### src/design/bapm_pkg.sv
// ----------------------------------------------------------------------------
// Bus address decoder page mapper: package
// Request codes, target codes, decode constants and the page table write type.
// ----------------------------------------------------------------------------
`default_nettype none

package bapm_pkg;

    localparam int PAGE_ENTRIES = 16;
    localparam int PT_IDX_W     = $clog2(PAGE_ENTRIES);
    localparam int PT_DATA_W    = 8;

    localparam logic [1:0] REQ_MEM_RD  = 2'd0;
    localparam logic [1:0] REQ_MEM_WR  = 2'd1;
    localparam logic [1:0] REQ_LINE_WR = 2'd2;
    localparam logic [1:0] REQ_LINE_RD = 2'd3;

    localparam logic [3:0] TGT_NONE    = 4'd0;
    localparam logic [3:0] TGT_ROM0    = 4'd1;
    localparam logic [3:0] TGT_DSR     = 4'd2;
    localparam logic [3:0] TGT_ROM6A   = 4'd3;
    localparam logic [3:0] TGT_ROM6B   = 4'd4;
    localparam logic [3:0] TGT_RAM     = 4'd5;
    localparam logic [3:0] TGT_SCRATCH = 4'd6;
    localparam logic [3:0] TGT_SOUND   = 4'd7;
    localparam logic [3:0] TGT_VIDEO   = 4'd8;
    localparam logic [3:0] TGT_MAPREG  = 4'd9;
    localparam logic [3:0] TGT_PERIPH  = 4'd10;
    localparam logic [3:0] TGT_PLINE   = 4'd11;
    localparam logic [3:0] TGT_SELA    = 4'd12;
    localparam logic [3:0] TGT_SELB    = 4'd13;

    localparam logic [2:0] ZONE_ROM0 = 3'b000;
    localparam logic [2:0] ZONE_RAM1 = 3'b001;
    localparam logic [2:0] ZONE_DSR  = 3'b010;
    localparam logic [2:0] ZONE_ROM6 = 3'b011;
    localparam logic [2:0] ZONE_IO   = 3'b100;
    localparam logic [2:0] ZONE_RAM5 = 3'b101;
    localparam logic [2:0] ZONE_RAM6 = 3'b110;
    localparam logic [2:0] ZONE_RAM7 = 3'b111;

    localparam logic [7:0]  LINE_SYS_PAGE  = 8'h0f;
    localparam logic [7:0]  LINE_MAP_PAGE  = 8'h1e;
    localparam logic [2:0]  LBIT_DSR       = 3'd0;
    localparam logic [2:0]  LBIT_ROM6      = 3'd1;
    localparam logic [2:0]  LBIT_SELA      = 3'd2;
    localparam logic [2:0]  LBIT_SELB      = 3'd3;
    localparam logic [2:0]  LBIT_MAPACC    = 3'd0;
    localparam logic [2:0]  LBIT_MAPEN     = 3'd1;

    localparam logic [15:0] MAPREG_MASK    = 16'hffe0;
    localparam logic [15:0] MAPREG_BASE    = 16'h4000;
    localparam logic [15:0] SOUND_MASK     = 16'hfff0;
    localparam logic [15:0] SOUND_BASE     = 16'h8400;
    localparam logic [15:0] SCRATCH_MASK   = 16'hfc00;
    localparam logic [15:0] SCRATCH_BASE   = 16'h8000;
    localparam logic [15:0] VIDEO_MASK     = 16'hfffd;
    localparam logic [15:0] VIDEO_RD_BASE  = 16'h8800;
    localparam logic [15:0] VIDEO_WR_BASE  = 16'h8c00;

    localparam logic [1:0]  LANES_NONE = 2'b00;
    localparam logic [1:0]  LANES_LOW  = 2'b01;
    localparam logic [1:0]  LANES_HIGH = 2'b10;
    localparam logic [1:0]  LANES_BOTH = 2'b11;

    typedef struct packed {
        logic                 en;
        logic [PT_IDX_W-1:0]  idx;
        logic [PT_DATA_W-1:0] data;
    } t_pt_wr;

endpackage

`default_nettype wire

### src/design/bapm_page_mem.sv
// ----------------------------------------------------------------------------
// Bus address decoder page mapper: page table memory
// Sixteen page registers in a synchronous memory, with per-entry
// valid bits for the zero reset and write-to-read forwarding.
// ----------------------------------------------------------------------------
`default_nettype none

module bapm_page_mem
    import bapm_pkg::*;
(
    input  wire logic                 i_clk,
    input  wire logic                 i_rst_n,
    input  wire logic                 i_rd_en,
    input  wire logic [PT_IDX_W-1:0]  i_rd_idx,
    input  wire t_pt_wr               i_wr,
    output logic      [PT_DATA_W-1:0] o_rd_data
);

    logic [PT_DATA_W-1:0]    r_mem [PAGE_ENTRIES];
    logic [PAGE_ENTRIES-1:0] r_valid;
    logic [PT_DATA_W-1:0]    r_q;
    logic [PT_DATA_W-1:0]    r_fwd_data;
    logic                    r_fwd_hit;
    logic                    r_q_valid;

    always_ff @(posedge i_clk) begin
        if (i_wr.en) begin
            r_mem[i_wr.idx] <= i_wr.data;
        end
        if (i_rd_en) begin
            r_q        <= r_mem[i_rd_idx];
            r_fwd_data <= i_wr.data;
        end
    end

    always_ff @(posedge i_clk) begin
        if (!i_rst_n) begin
            r_valid   <= '0;
            r_fwd_hit <= 1'b0;
            r_q_valid <= 1'b0;
        end else begin
            if (i_wr.en) begin
                r_valid[i_wr.idx] <= 1'b1;
            end
            if (i_rd_en) begin
                r_fwd_hit <= i_wr.en && (i_wr.idx == i_rd_idx);
                r_q_valid <= r_valid[i_rd_idx];
            end
        end
    end

    assign o_rd_data = r_fwd_hit ? r_fwd_data : (r_q_valid ? r_q : '0);

endmodule

`default_nettype wire

### src/design/bus_address_decoder_page_mapper.sv
// ----------------------------------------------------------------------------
// Bus address decoder page mapper
// Decodes one bus access per word into a target, translated address, merged
// data and byte lanes; keeps enable flags, page table and peripheral latches.
// ----------------------------------------------------------------------------
// Takes one access word per cycle while the output is not stalled and returns
// one result word for each. An accepted word reads the page table (synchronous
// memory) at the edge it is taken, is decoded in the next cycle against the
// flags, and lands in the output register once the output stage can take it.
// Page table writes from mapper register accesses are forwarded to a
// following read of the same entry. No clearing pass is needed after reset.
`default_nettype none

module bus_address_decoder_page_mapper
    import bapm_pkg::*;
(
    input  wire logic        i_clk,
    input  wire logic        i_rst_n,
    input  wire logic        i_valid,
    output logic             o_ready,
    input  wire logic [1:0]  i_req_type,
    input  wire logic [15:0] i_bus_address,
    input  wire logic [15:0] i_write_word,
    input  wire logic [1:0]  i_lane_enable,
    input  wire logic        i_line_value,
    input  wire logic [15:0] i_periph_word,
    output logic             o_valid,
    input  wire logic        i_ready,
    output logic [3:0]       o_target,
    output logic [19:0]      o_target_address,
    output logic             o_is_write,
    output logic [15:0]      o_data_word,
    output logic             o_data_from_block,
    output logic [1:0]       o_lanes_out
);

    logic        r_s1_valid;
    logic [1:0]  r_req;
    logic [15:0] r_addr;
    logic [15:0] r_wd;
    logic [1:0]  r_lanes;
    logic        r_lv;
    logic [15:0] r_pw;

    logic r_dsr_en, r_rom6_en, r_bank_sel, r_map_en, r_mapreg_acc;
    logic n_dsr_en, n_rom6_en, n_bank_sel, n_map_en, n_mapreg_acc;
    logic [7:0] r_low_latch, r_high_latch, n_low_latch, n_high_latch;

    logic        r_out_valid;
    logic [3:0]  r_target,      n_target;
    logic [19:0] r_taddr,       n_taddr;
    logic        r_is_write,    n_is_write;
    logic [15:0] r_data,        n_data;
    logic        r_from_blk,    n_from_blk;
    logic [1:0]  r_lanes_out,   n_lanes_out;

    logic                 accept;
    logic                 s1_adv;
    logic [PT_IDX_W-1:0]  rd_idx;
    logic [PT_DATA_W-1:0] pt_q;
    t_pt_wr               pt_wr;

    assign s1_adv  = r_s1_valid && (!r_out_valid || i_ready);
    assign o_ready = !r_s1_valid || s1_adv;
    assign accept  = i_valid && o_ready;
    assign rd_idx  = (i_bus_address[15:13] == ZONE_DSR) ? i_bus_address[PT_IDX_W:1]
                                                        : i_bus_address[15 -: PT_IDX_W];

    bapm_page_mem u_page_mem (
        .i_clk     (i_clk),
        .i_rst_n   (i_rst_n),
        .i_rd_en   (accept),
        .i_rd_idx  (rd_idx),
        .i_wr      (pt_wr),
        .o_rd_data (pt_q)
    );

    always_comb begin
        logic [15:0] a;
        logic        wr;
        logic        done;
        logic [7:0]  new_entry;
        a            = {r_addr[15:1], 1'b0};
        wr           = (r_req == REQ_MEM_WR);
        done         = 1'b0;
        new_entry    = r_lanes[0] ? r_wd[7:0] : pt_q;
        n_target     = TGT_NONE;
        n_taddr      = '0;
        n_is_write   = 1'b0;
        n_data       = '0;
        n_from_blk   = 1'b0;
        n_lanes_out  = LANES_NONE;
        n_dsr_en     = r_dsr_en;
        n_rom6_en    = r_rom6_en;
        n_bank_sel   = r_bank_sel;
        n_map_en     = r_map_en;
        n_mapreg_acc = r_mapreg_acc;
        n_low_latch  = r_low_latch;
        n_high_latch = r_high_latch;
        pt_wr        = '0;
        pt_wr.idx    = a[PT_IDX_W:1];
        pt_wr.data   = r_wd[7:0];
        case (r_req)
            REQ_LINE_WR: begin
                if (r_addr[15:8] == LINE_SYS_PAGE) begin
                    case (r_addr[3:1])
                        LBIT_DSR:  n_dsr_en  = r_lv;
                        LBIT_ROM6: n_rom6_en = r_lv;
                        LBIT_SELA, LBIT_SELB: begin
                            n_target   = (r_addr[3:1] == LBIT_SELA) ? TGT_SELA : TGT_SELB;
                            n_taddr    = {4'd0, r_addr};
                            n_is_write = 1'b1;
                            n_data     = {15'd0, r_lv};
                        end
                        default: ;
                    endcase
                end else if (r_addr[15:8] == LINE_MAP_PAGE) begin
                    case (r_addr[3:1])
                        LBIT_MAPACC: n_mapreg_acc = r_lv;
                        LBIT_MAPEN:  n_map_en     = r_lv;
                        default: ;
                    endcase
                end else begin
                    n_target   = TGT_PLINE;
                    n_taddr    = {4'd0, r_addr};
                    n_is_write = 1'b1;
                    n_data     = {15'd0, r_lv};
                end
            end
            REQ_LINE_RD: begin
                n_target = TGT_PLINE;
                n_taddr  = {4'd0, r_addr};
            end
            default: begin
                case (a[15:13])
                    ZONE_ROM0: begin
                        done = 1'b1;
                        if (!wr) begin
                            n_target    = TGT_ROM0;
                            n_taddr     = {7'd0, a[12:0]};
                            n_lanes_out = r_lanes;
                        end
                    end
                    ZONE_RAM1, ZONE_RAM5, ZONE_RAM6, ZONE_RAM7: begin
                        done        = 1'b1;
                        n_target    = TGT_RAM;
                        n_taddr     = r_map_en ? {pt_q, a[11:0]} : {4'd0, a};
                        n_is_write  = wr;
                        n_data      = wr ? r_wd : 16'd0;
                        n_lanes_out = r_lanes;
                    end
                    ZONE_DSR: begin
                        if (r_dsr_en) begin
                            done = 1'b1;
                            if (!wr) begin
                                n_target    = TGT_DSR;
                                n_taddr     = {7'd0, a[12:0]};
                                n_lanes_out = r_lanes;
                            end
                        end else if (r_mapreg_acc && ((a & MAPREG_MASK) == MAPREG_BASE)) begin
                            done        = 1'b1;
                            n_target    = TGT_MAPREG;
                            n_taddr     = {{(20-PT_IDX_W){1'b0}}, a[PT_IDX_W:1]};
                            n_lanes_out = r_lanes;
                            if (wr) begin
                                pt_wr.en   = s1_adv && r_lanes[0];
                                n_is_write = 1'b1;
                                n_data     = {8'd0, new_entry};
                            end else begin
                                n_data     = {pt_q, 8'd0};
                                n_from_blk = 1'b1;
                            end
                        end
                    end
                    ZONE_ROM6: begin
                        if (r_rom6_en) begin
                            done = 1'b1;
                            if (wr) begin
                                n_bank_sel = a[1];
                                n_target   = a[1] ? TGT_ROM6B : TGT_ROM6A;
                            end else begin
                                n_target    = r_bank_sel ? TGT_ROM6B : TGT_ROM6A;
                                n_taddr     = {7'd0, a[12:0]};
                                n_lanes_out = r_lanes;
                            end
                        end
                    end
                    ZONE_IO: begin
                        if ((a & SOUND_MASK) == SOUND_BASE) begin
                            done       = 1'b1;
                            n_target   = TGT_SOUND;
                            n_is_write = wr;
                            if (wr) begin
                                n_data      = {8'd0, r_wd[15:8]};
                                n_lanes_out = LANES_HIGH;
                            end else begin
                                n_from_blk  = 1'b1;
                                n_lanes_out = r_lanes;
                            end
                        end else if ((a & SCRATCH_MASK) == SCRATCH_BASE) begin
                            done        = 1'b1;
                            n_target    = TGT_SCRATCH;
                            n_taddr     = {10'd0, a[9:0]};
                            n_is_write  = wr;
                            n_data      = wr ? r_wd : 16'd0;
                            n_lanes_out = r_lanes;
                        end else if ((a & VIDEO_MASK) == (wr ? VIDEO_WR_BASE : VIDEO_RD_BASE)) begin
                            done        = 1'b1;
                            n_target    = TGT_VIDEO;
                            n_taddr     = {18'd0, a[1], 1'b0};
                            n_is_write  = wr;
                            n_data      = wr ? r_wd : 16'd0;
                            n_lanes_out = r_lanes;
                        end
                    end
                    default: ;
                endcase
                if (!done) begin
                    n_target = TGT_PERIPH;
                    n_taddr  = {4'd0, a};
                    if (wr) begin
                        n_is_write  = 1'b1;
                        n_lanes_out = LANES_BOTH;
                        case (r_lanes)
                            LANES_HIGH: n_data = {r_wd[15:8], r_low_latch};
                            LANES_LOW:  n_data = {r_high_latch, r_wd[7:0]};
                            default:    n_data = r_wd;
                        endcase
                    end else begin
                        n_low_latch  = r_pw[7:0];
                        n_high_latch = r_pw[15:8];
                        n_data       = r_pw;
                        n_from_blk   = 1'b1;
                        n_lanes_out  = r_lanes;
                    end
                end
            end
        endcase
    end

    always_ff @(posedge i_clk) begin
        if (accept) begin
            r_req   <= i_req_type;
            r_addr  <= i_bus_address;
            r_wd    <= i_write_word;
            r_lanes <= i_lane_enable;
            r_lv    <= i_line_value;
            r_pw    <= i_periph_word;
        end
        if (s1_adv) begin
            r_target    <= n_target;
            r_taddr     <= n_taddr;
            r_is_write  <= n_is_write;
            r_data      <= n_data;
            r_from_blk  <= n_from_blk;
            r_lanes_out <= n_lanes_out;
        end
    end

    always_ff @(posedge i_clk) begin
        if (!i_rst_n) begin
            r_s1_valid   <= 1'b0;
            r_out_valid  <= 1'b0;
            r_dsr_en     <= 1'b0;
            r_rom6_en    <= 1'b0;
            r_bank_sel   <= 1'b0;
            r_map_en     <= 1'b0;
            r_mapreg_acc <= 1'b0;
            r_low_latch  <= '0;
            r_high_latch <= '0;
        end else begin
            if (o_ready) begin
                r_s1_valid <= i_valid;
            end
            if (s1_adv) begin
                r_out_valid  <= 1'b1;
                r_dsr_en     <= n_dsr_en;
                r_rom6_en    <= n_rom6_en;
                r_bank_sel   <= n_bank_sel;
                r_map_en     <= n_map_en;
                r_mapreg_acc <= n_mapreg_acc;
                r_low_latch  <= n_low_latch;
                r_high_latch <= n_high_latch;
            end else if (i_ready) begin
                r_out_valid <= 1'b0;
            end
        end
    end

    assign o_valid           = r_out_valid;
    assign o_target          = r_target;
    assign o_target_address  = r_taddr;
    assign o_is_write        = r_is_write;
    assign o_data_word       = r_data;
    assign o_data_from_block = r_from_blk;
    assign o_lanes_out       = r_lanes_out;

endmodule

`default_nettype wire

### config.mk
export PLATFORM = sky130hd
export DESIGN_NAME = bus_address_decoder_page_mapper
export DESIGN_NICKNAME = d
export VERILOG_FILES = /design/src/design/bapm_pkg.sv /design/src/design/bapm_page_mem.sv /design/src/design/bus_address_decoder_page_mapper.sv
export SDC_FILE = /design/constraint.sdc
export NUM_CORES = 1
export LEC_CHECK = 0
export ABC_CLOCK_PERIOD_IN_PS = 3000
export BUFFER_PORTS_ARGS = -buffer_cell sky130_fd_sc_hd__buf_2
export CORE_MARGIN = 2
export CORE_UTILIZATION = 54
export CTS_CLUSTER_SIZE = 40
export DETAILED_ROUTE_END_ITERATION = 12
export HOLD_SLACK_MARGIN = 0.08
export PLACE_DENSITY = 0.77
export SLEW_MARGIN = 40
export SYNTH_ARGS = -nofsm -noshare
export SYNTH_HDL_FRONTEND = slang
export SYNTH_SLANG_ARGS = --single-unit
### constraint.sdc
create_clock -name i_clk -period 3 [get_ports i_clk]
set_input_delay 0.45 -clock i_clk [delete_from_list [all_inputs] [get_ports i_clk]]
set_output_delay 0.45 -clock i_clk [all_outputs]
set_load 0.02 [all_outputs]
# [Word level (Yosys, flattened, before mapping)]
# Memory sizes are Yosys's and may differ from the RTL's. A register that Yosys moved wholly into a read port is not among the register bits.
# Cells that the tools add are included.
[word_totals] register_bits=146 ram_bits=128 mem_count=1
[mem_list] memory="u_page_mem.r_mem" words=16 word_bits=8 rd=1 rd_clocked_by_memory_dff=1 write_ports=1 line_no="bapm_page_mem.sv:19" text="logic [PT_DATA_W-1:0] r_mem [PAGE_ENTRIES];"
[classes] n_lt_le_gt_ge=3 eq_ne=23 mux=105 n_bitwise=5 n_reduce_logical=23
[op_table] operator="$mux W16" n=12
[op_table] operator="$pmux W20 S5" n=1
[op_table] operator="$pmux W16 S2" n=2
[op_table] operator="$mux W20" n=3
[op_table] operator="$pmux W16 S3" n=1
[op_table] operator="$mux W4" n=11
[op_table] operator="$pmux W20 S2" n=1
[op_table] operator="$mux W1" n=39
[op_table] operator="$mux W13" n=3
[op_table] operator="$mux W8" n=4
[op_table] operator="$mux W2" n=12
[op_table] operator="$mux W10" n=2
[op_table] operator="$pmux W4 S5" n=1
[op_table] operator="$eq A16 B16 Y1" n=1
[op_table] operator="$or A16 B16 Y16" n=1
[op_table] operator="$eq A3 B2 Y1 const B" n=5
[op_table] operator="$reduce_and A5 Y1" n=3
[op_table] operator="$eq A12 B12 Y1 const B" n=1
[op_table] operator="$eq A3 B3 Y1 const B" n=4
[op_table] operator="$mux W3" n=4
[op_table] operator="$reduce_and A4 Y1" n=3
[op_table] operator="$eq A11 B10 Y1 const B" n=1
[op_table] operator="$mux W11" n=1
[op_table] operator="$lt A4 B5 Y1 const B" n=2
[op_table] operator="other kinds (24)" n=41

# [Depth between registers and ports, before layout]
[depth] depth_word=11 depth_mapped=12 mapped_depth_nobuf=9

# [Modules after synthesis]
# Synthesis repeated with hierarchy kept, for this count alone.
[hier_totals] hier_cells=770 area_unflattened_um2=11871.4
[by_module_without_submodules] module="bapm_page_mem" instances=1 cells_per_inst=292 area_per_inst_um2=6316.1 seq_area_each_um2=4684.5
[by_module_without_submodules] module="bus_address_decoder_page_mapper" instances=1 cells_per_inst=478 area_per_inst_um2=5555.3 seq_area_each_um2=3373.2

# [Worst setup path before layout]
# Ideal clock, no wire load.
[synth_path] path_type="reg-to-reg" from="register r_req[1]" to="register r_data[0] (netlist: o_data_word[0]) (data pin)" setup_time_ns=0.139 arrival_ns=2.868 required_time_ns=2.861 path_slack_ns=-0.006 path_stages_with_launch=13 n_path_buf=3 path_cell_list="edfxtp_1 -> clkbuf_1 -> nor2b_1 -> clkinv_1 -> clkbuf_1 -> ha_1 -> nor4bb_1 -> or2_2 -> a21o_1 -> or2_1 -> buf_6 -> or4_1 -> nand4_1"
[synth_via] elab_chain_cells=10
[synth_rtl] item="start, declared" line_no="bus_address_decoder_page_mapper.sv:38" text="logic [1:0] r_req;"
[synth_rtl] item="start signal, assigned" line_no="bus_address_decoder_page_mapper.sv:243" text="r_req <= i_req_type;"
[synth_rtl] item="$eq A2 B1 Y1" line_no="bus_address_decoder_page_mapper.sv:84" text="wr = (r_req == REQ_MEM_WR);"
[synth_rtl] item="$mux W11" line_no="bus_address_decoder_page_mapper.sv:207" text="end else if ((a & VIDEO_MASK) == (wr ? VIDEO_WR_BASE : VIDEO_RD_BASE)) begin"
[synth_rtl] item="$eq A16 B16 Y1" line_no="bus_address_decoder_page_mapper.sv:207"
[synth_rtl] item="$mux W1" line_no="bus_address_decoder_page_mapper.sv:207"
[synth_rtl] item="$mux W1" line_no="bus_address_decoder_page_mapper.sv:200" text="end else if ((a & SCRATCH_MASK) == SCRATCH_BASE) begin"
[synth_rtl] item="$mux W1" line_no="bus_address_decoder_page_mapper.sv:189" text="if ((a & SOUND_MASK) == SOUND_BASE) begin"
[synth_rtl] item="$pmux W1 S4" line_no="bus_address_decoder_page_mapper.sv:135" text="case (a[15:13])"
[synth_rtl] item="$mux W1" line_no="bus_address_decoder_page_mapper.sv:103" text="case (r_req)"
[synth_rtl] item="$mux W16" line_no="bus_address_decoder_page_mapper.sv:218" text="if (!done) begin"
[synth_rtl] item="$pmux W16 S2 *" line_no="bus_address_decoder_page_mapper.sv:103"
[synth_rtl] item="via n_data[0]" line_no="bus_address_decoder_page_mapper.sv:53" text="logic [15:0] r_data, n_data;"
[synth_rtl] item="end signal, assigned" line_no="bus_address_decoder_page_mapper.sv:254" text="r_data <= n_data;"
[synth_rtl] item="end, declared" line_no="bus_address_decoder_page_mapper.sv:53"
# Mark *: on every way through the listed nets, which the timed path passes. The rest lies on a longest branch. The select of a mux whose other input is x is not followed.
# A chain may end at the register's enable or synchronous reset.

# [Worst setup path in the final report]
[layout_path] from="register r_req[1]" to="register r_data[5] (netlist: o_data_word[5]) (data pin)"
# The elaborated chain is that of the path after synthesis.

==> flow_summary_export.csv <==
group,metric,value,unit
yosys,syn-num-nets,846,
yosys,synth_cell_type_count,67,
final_layout,drive_gt1_share,27.3,%
job,maxCapViolations,0,
final_layout,layout.nets,1030,
yosys,async_flop_share,0,%
hold_path,worst_hold_path_type,"primary input to flip-flop",
floorplan,initial_core_util,54.6,%
drt,drc,0,
floorplan,die_y,152,um
worst_setup_path,r2r-start,"r_req[1]",
timing,rsz0062_at_grt,"false",
placement,port-buffer-count,102,
cts,cts_max_path_buffers,3,
yosys,synth_top_cell_by_area,"edfxtp_1",
power,p_switching,1.96,mW
global_routing,grt_pass1_vias,7987,
placement,dpl.hpwl,19000,um
final_layout,diodes,0,
yosys,synth_area,11800,um2
yosys,synth_edf_count,241,
global_routing,antenna_found_initial,0,
power,p_seq_share,51.0,%
worst_setup_path,crit_path_end_kind,"flip-flop",
power,p_clk_share,41.4,%
floorplan,ioPinCount,103,
drt,routed_wirelength,30100,um
timing,hold_violations,0,
global_routing,grt_use_total,25.8,%
floorplan,dieArea,23000,um2
worst_setup_path,arrival,3.22,ns
final_layout,area_growth,21.5,%
yosys,synth_seq_cells,282,
power,leakagePower,5.06,nW
cts,clock_sinks,282,
worst_setup_path,cp-startpoint,"r_req[1]",
global_routing,grt-ovfl-total,0,
drt,ant_nets,0,
timing,finalCriticalPeriod,2.81,ns
worst_setup_path,crit_required,3.41,ns
yosys,syn_avg_cell_area,15.0,um2
timing,setup_violations,0,
yosys,synth_top_flop_cell,"edfxtp_1",
timing,fmax,0.356,GHz
power,vdd_ir_drop_max,422,uV
cts,numCtsBuffers,28,
global_routing,grt_pass1_wl,46200,um
drt,avgRoutedWirePerCell,23.7,um
floorplan,die_w,152,um
cts,clk_latency,0.55,ns
timing,finalCritPeriodShare,93.6,%
timing,fin_ws,0.191,ns
power,swShare,22.4,%
worst_setup_path,path_max_fanout,5,
cts,cts_tree,"built",
drt,vias_per_cell,6.19,
power,p_per_area,612,nW/um2
placement,globalplace.congestion,0.967,
global_routing,grt_max_degree,55,
cts,root_buffer,"clkbuf_16",
power,p_int,6.80,mW
yosys,seq_area_frac_synth,68.3,%
cts,clk_pin_slew,0.06,ns
yosys,synth_top_area_share,61.3,%
timing,fin_skew,0.0180,ns
worst_setup_path,cp-start-kind,"flip-flop",
cts,htreeDepth,1,
yosys,syn_inst,786,
yosys,synthTopCellsByArea,"edfxtp_1, dfxtp_1, mux4_2",
timing,max_slew_margin,45.3,%
timing,tightest_slew,0.820,ns
power,pwr-share-comb,7.6,%
drt,drt_iter0_markers,731,
outcome,status,"complete, no violations",
placement,dpl_worst_slack,0.170,ns
timing,setup_tns,0,ns
floorplan,design.core.area,21600,um2
yosys,yosysWarnings,0,
drt,vias,7870,
drt,dr.pass1.iters,5,
worst_setup_path,rrSetupSlack,0.19,ns
worst_setup_path,path_class,"flip-flop to flip-flop",
floorplan,num_rows,54,
timing,slew_viol_final,0,
hold_path,hp-start,"i_write_word[8]",
[synthesized netlist by cell type, drive strengths merged, types with 9 or more instances]
master  instances
or2            10
o21a           17
o21ai          12
mux2i          29
o211ai          9
dfxtp          41
clkbuf         29
a22oi          27
a221oi          9
nor4           10
nand2          37
nand3          14
mux4           32
a22o           15
inv            12
nor2b          36
nor2           41
buf            14
a21oi          22
nor3           18
nand2b         13
a31oi           9
edfxtp        241
[through the flow]
| step | cells | hold slack, ns | util (%) | power [mW] | instance area [um2] |
|---|---|---|---|---|---|
| floorplan | 786 | 0.440 | - | 4.91 | 11800 |
| global placement | 1180 | 0.447 | 59.9 | 5.16 | 12900 |
| detailed placement | 1181 | 0.452 | 59.9 | 5.17 | 13000 |
| CTS | 1266 | 0.0801 | 66.0 | 8.79 | 14300 |
| global route | 1272 | 0.0802 | 66.3 | 9.00 | 14300 |
| finish | 1272 | 0.0891 | 66.3 | 8.77 | 14300 |
[sequential cells by signal, indices dropped and copies added, names as in the netlist, 2 cells and up]
name                   cells
r_low_latch                8
o_target_address          20
o_data_word               16
r_lanes                    2
o_target                   4
r_req                      2
r_high_latch               8
r_addr                    16
o_lanes_out                2
r_wd                      16
u_page_mem.r_fwd_data      8
u_page_mem.r_q             8
u_page_mem.r_valid        16
r_pw                      16
u_page_mem.r_mem         128
[worst paths after layout]
path | endpoint | depth (start not counted)
max reg2reg | o_data_word[5] | 10
min reg2reg | u_page_mem.r_valid[9] | 1
min | r_wd[8] | 1
max | o_data_word[5] | 10
[timing repair]
item | 4_1_cts | 5_1_grt
gates resized for setup | 0 | 2
endpoints found under the setup margin | 0 | 17
hold buffers | 33 | 1
endpoints found under the hold margin | 33 | 1
setup buffers | 0 | 5
[critical path, stage by stage, from the launching register on]
cell	delay [ns]
edfxtp_1	0.39
nor2b_1	0.20
clkinv_1	0.12
ha_1	0.28
nor4bb_1	0.14
or2_2	0.30
a21o_1	0.26
or2_1	0.33
buf_4	0.20
nor4_1	0.31
a211o_1	0.15
[cell type report]
cell class,instances,area (um2)
Multi-Input combinational cell,448,3540
Inverter,13,48.8
Timing Repair Buffer,197,1350
Tap cell,280,350
Clock buffer,40,882
Fill cell,1467,7290
Sequential cell,282,8060
Clock inverter,12,105
[power by group through the flow]
stage                     combinational, mW  clock (mW)  sequential, mW
after global routing                  0.715        3.81            4.48
after floorplan                       0.362           0            4.55
after global placement                0.613           0            4.55
final                                 0.669        3.63            4.47
after detailed placement              0.622           0            4.55
after CTS                             0.659        3.66            4.47
[kinds of logic (layout without fill, tap and decap cells)]
| group | count (synthesis) | after routing | share of synthesized area [%] |
|---|---|---|---|
| DFF | 282 | 282 | 68.3 |
| AOI/OAI and AO/OA | 172 | 172 | 10.9 |
| and+or+nand+nor | 206 | 206 | 9.44 |
| xor gates and xnor gates | 4 | 4 | 0.297 |
| buffers and inverters | 56 | 262 | 2.03 |
| muxes | 63 | 63 | 8.76 |
| adders and majority gates | 3 | 3 | 0.318 |
[cell usage in the layout (no fill, tap or decap), drive strengths merged, types with 7 or more instances in the layout]
cell type      n
o21a          17
nand3         14
o211ai         9
a21boi         7
a22oi         27
a221oi         9
dfxtp         41
clkbuf        40
mux2i         29
nor2          41
a31oi          9
edfxtp       241
or2           10
o21ai         12
nor2b         36
a21oi         22
clkinv        11
mux4          32
nand2         37
nand2b        13
inv           12
nor3          18
a221o          8
dlygate4sd3   34
nor4          10
a22o          15
buf          163
[routing by layer]
metal	vias to the layer above	wire (um)	GRT usage, %
met1	3883	11700	33.7
met3	70	2440	4.71
li1	3489	-	-
met2	428	15000	44.4
met5	-	0	0
met4	0	929	8.23
(Power assumes the default switching activity.)
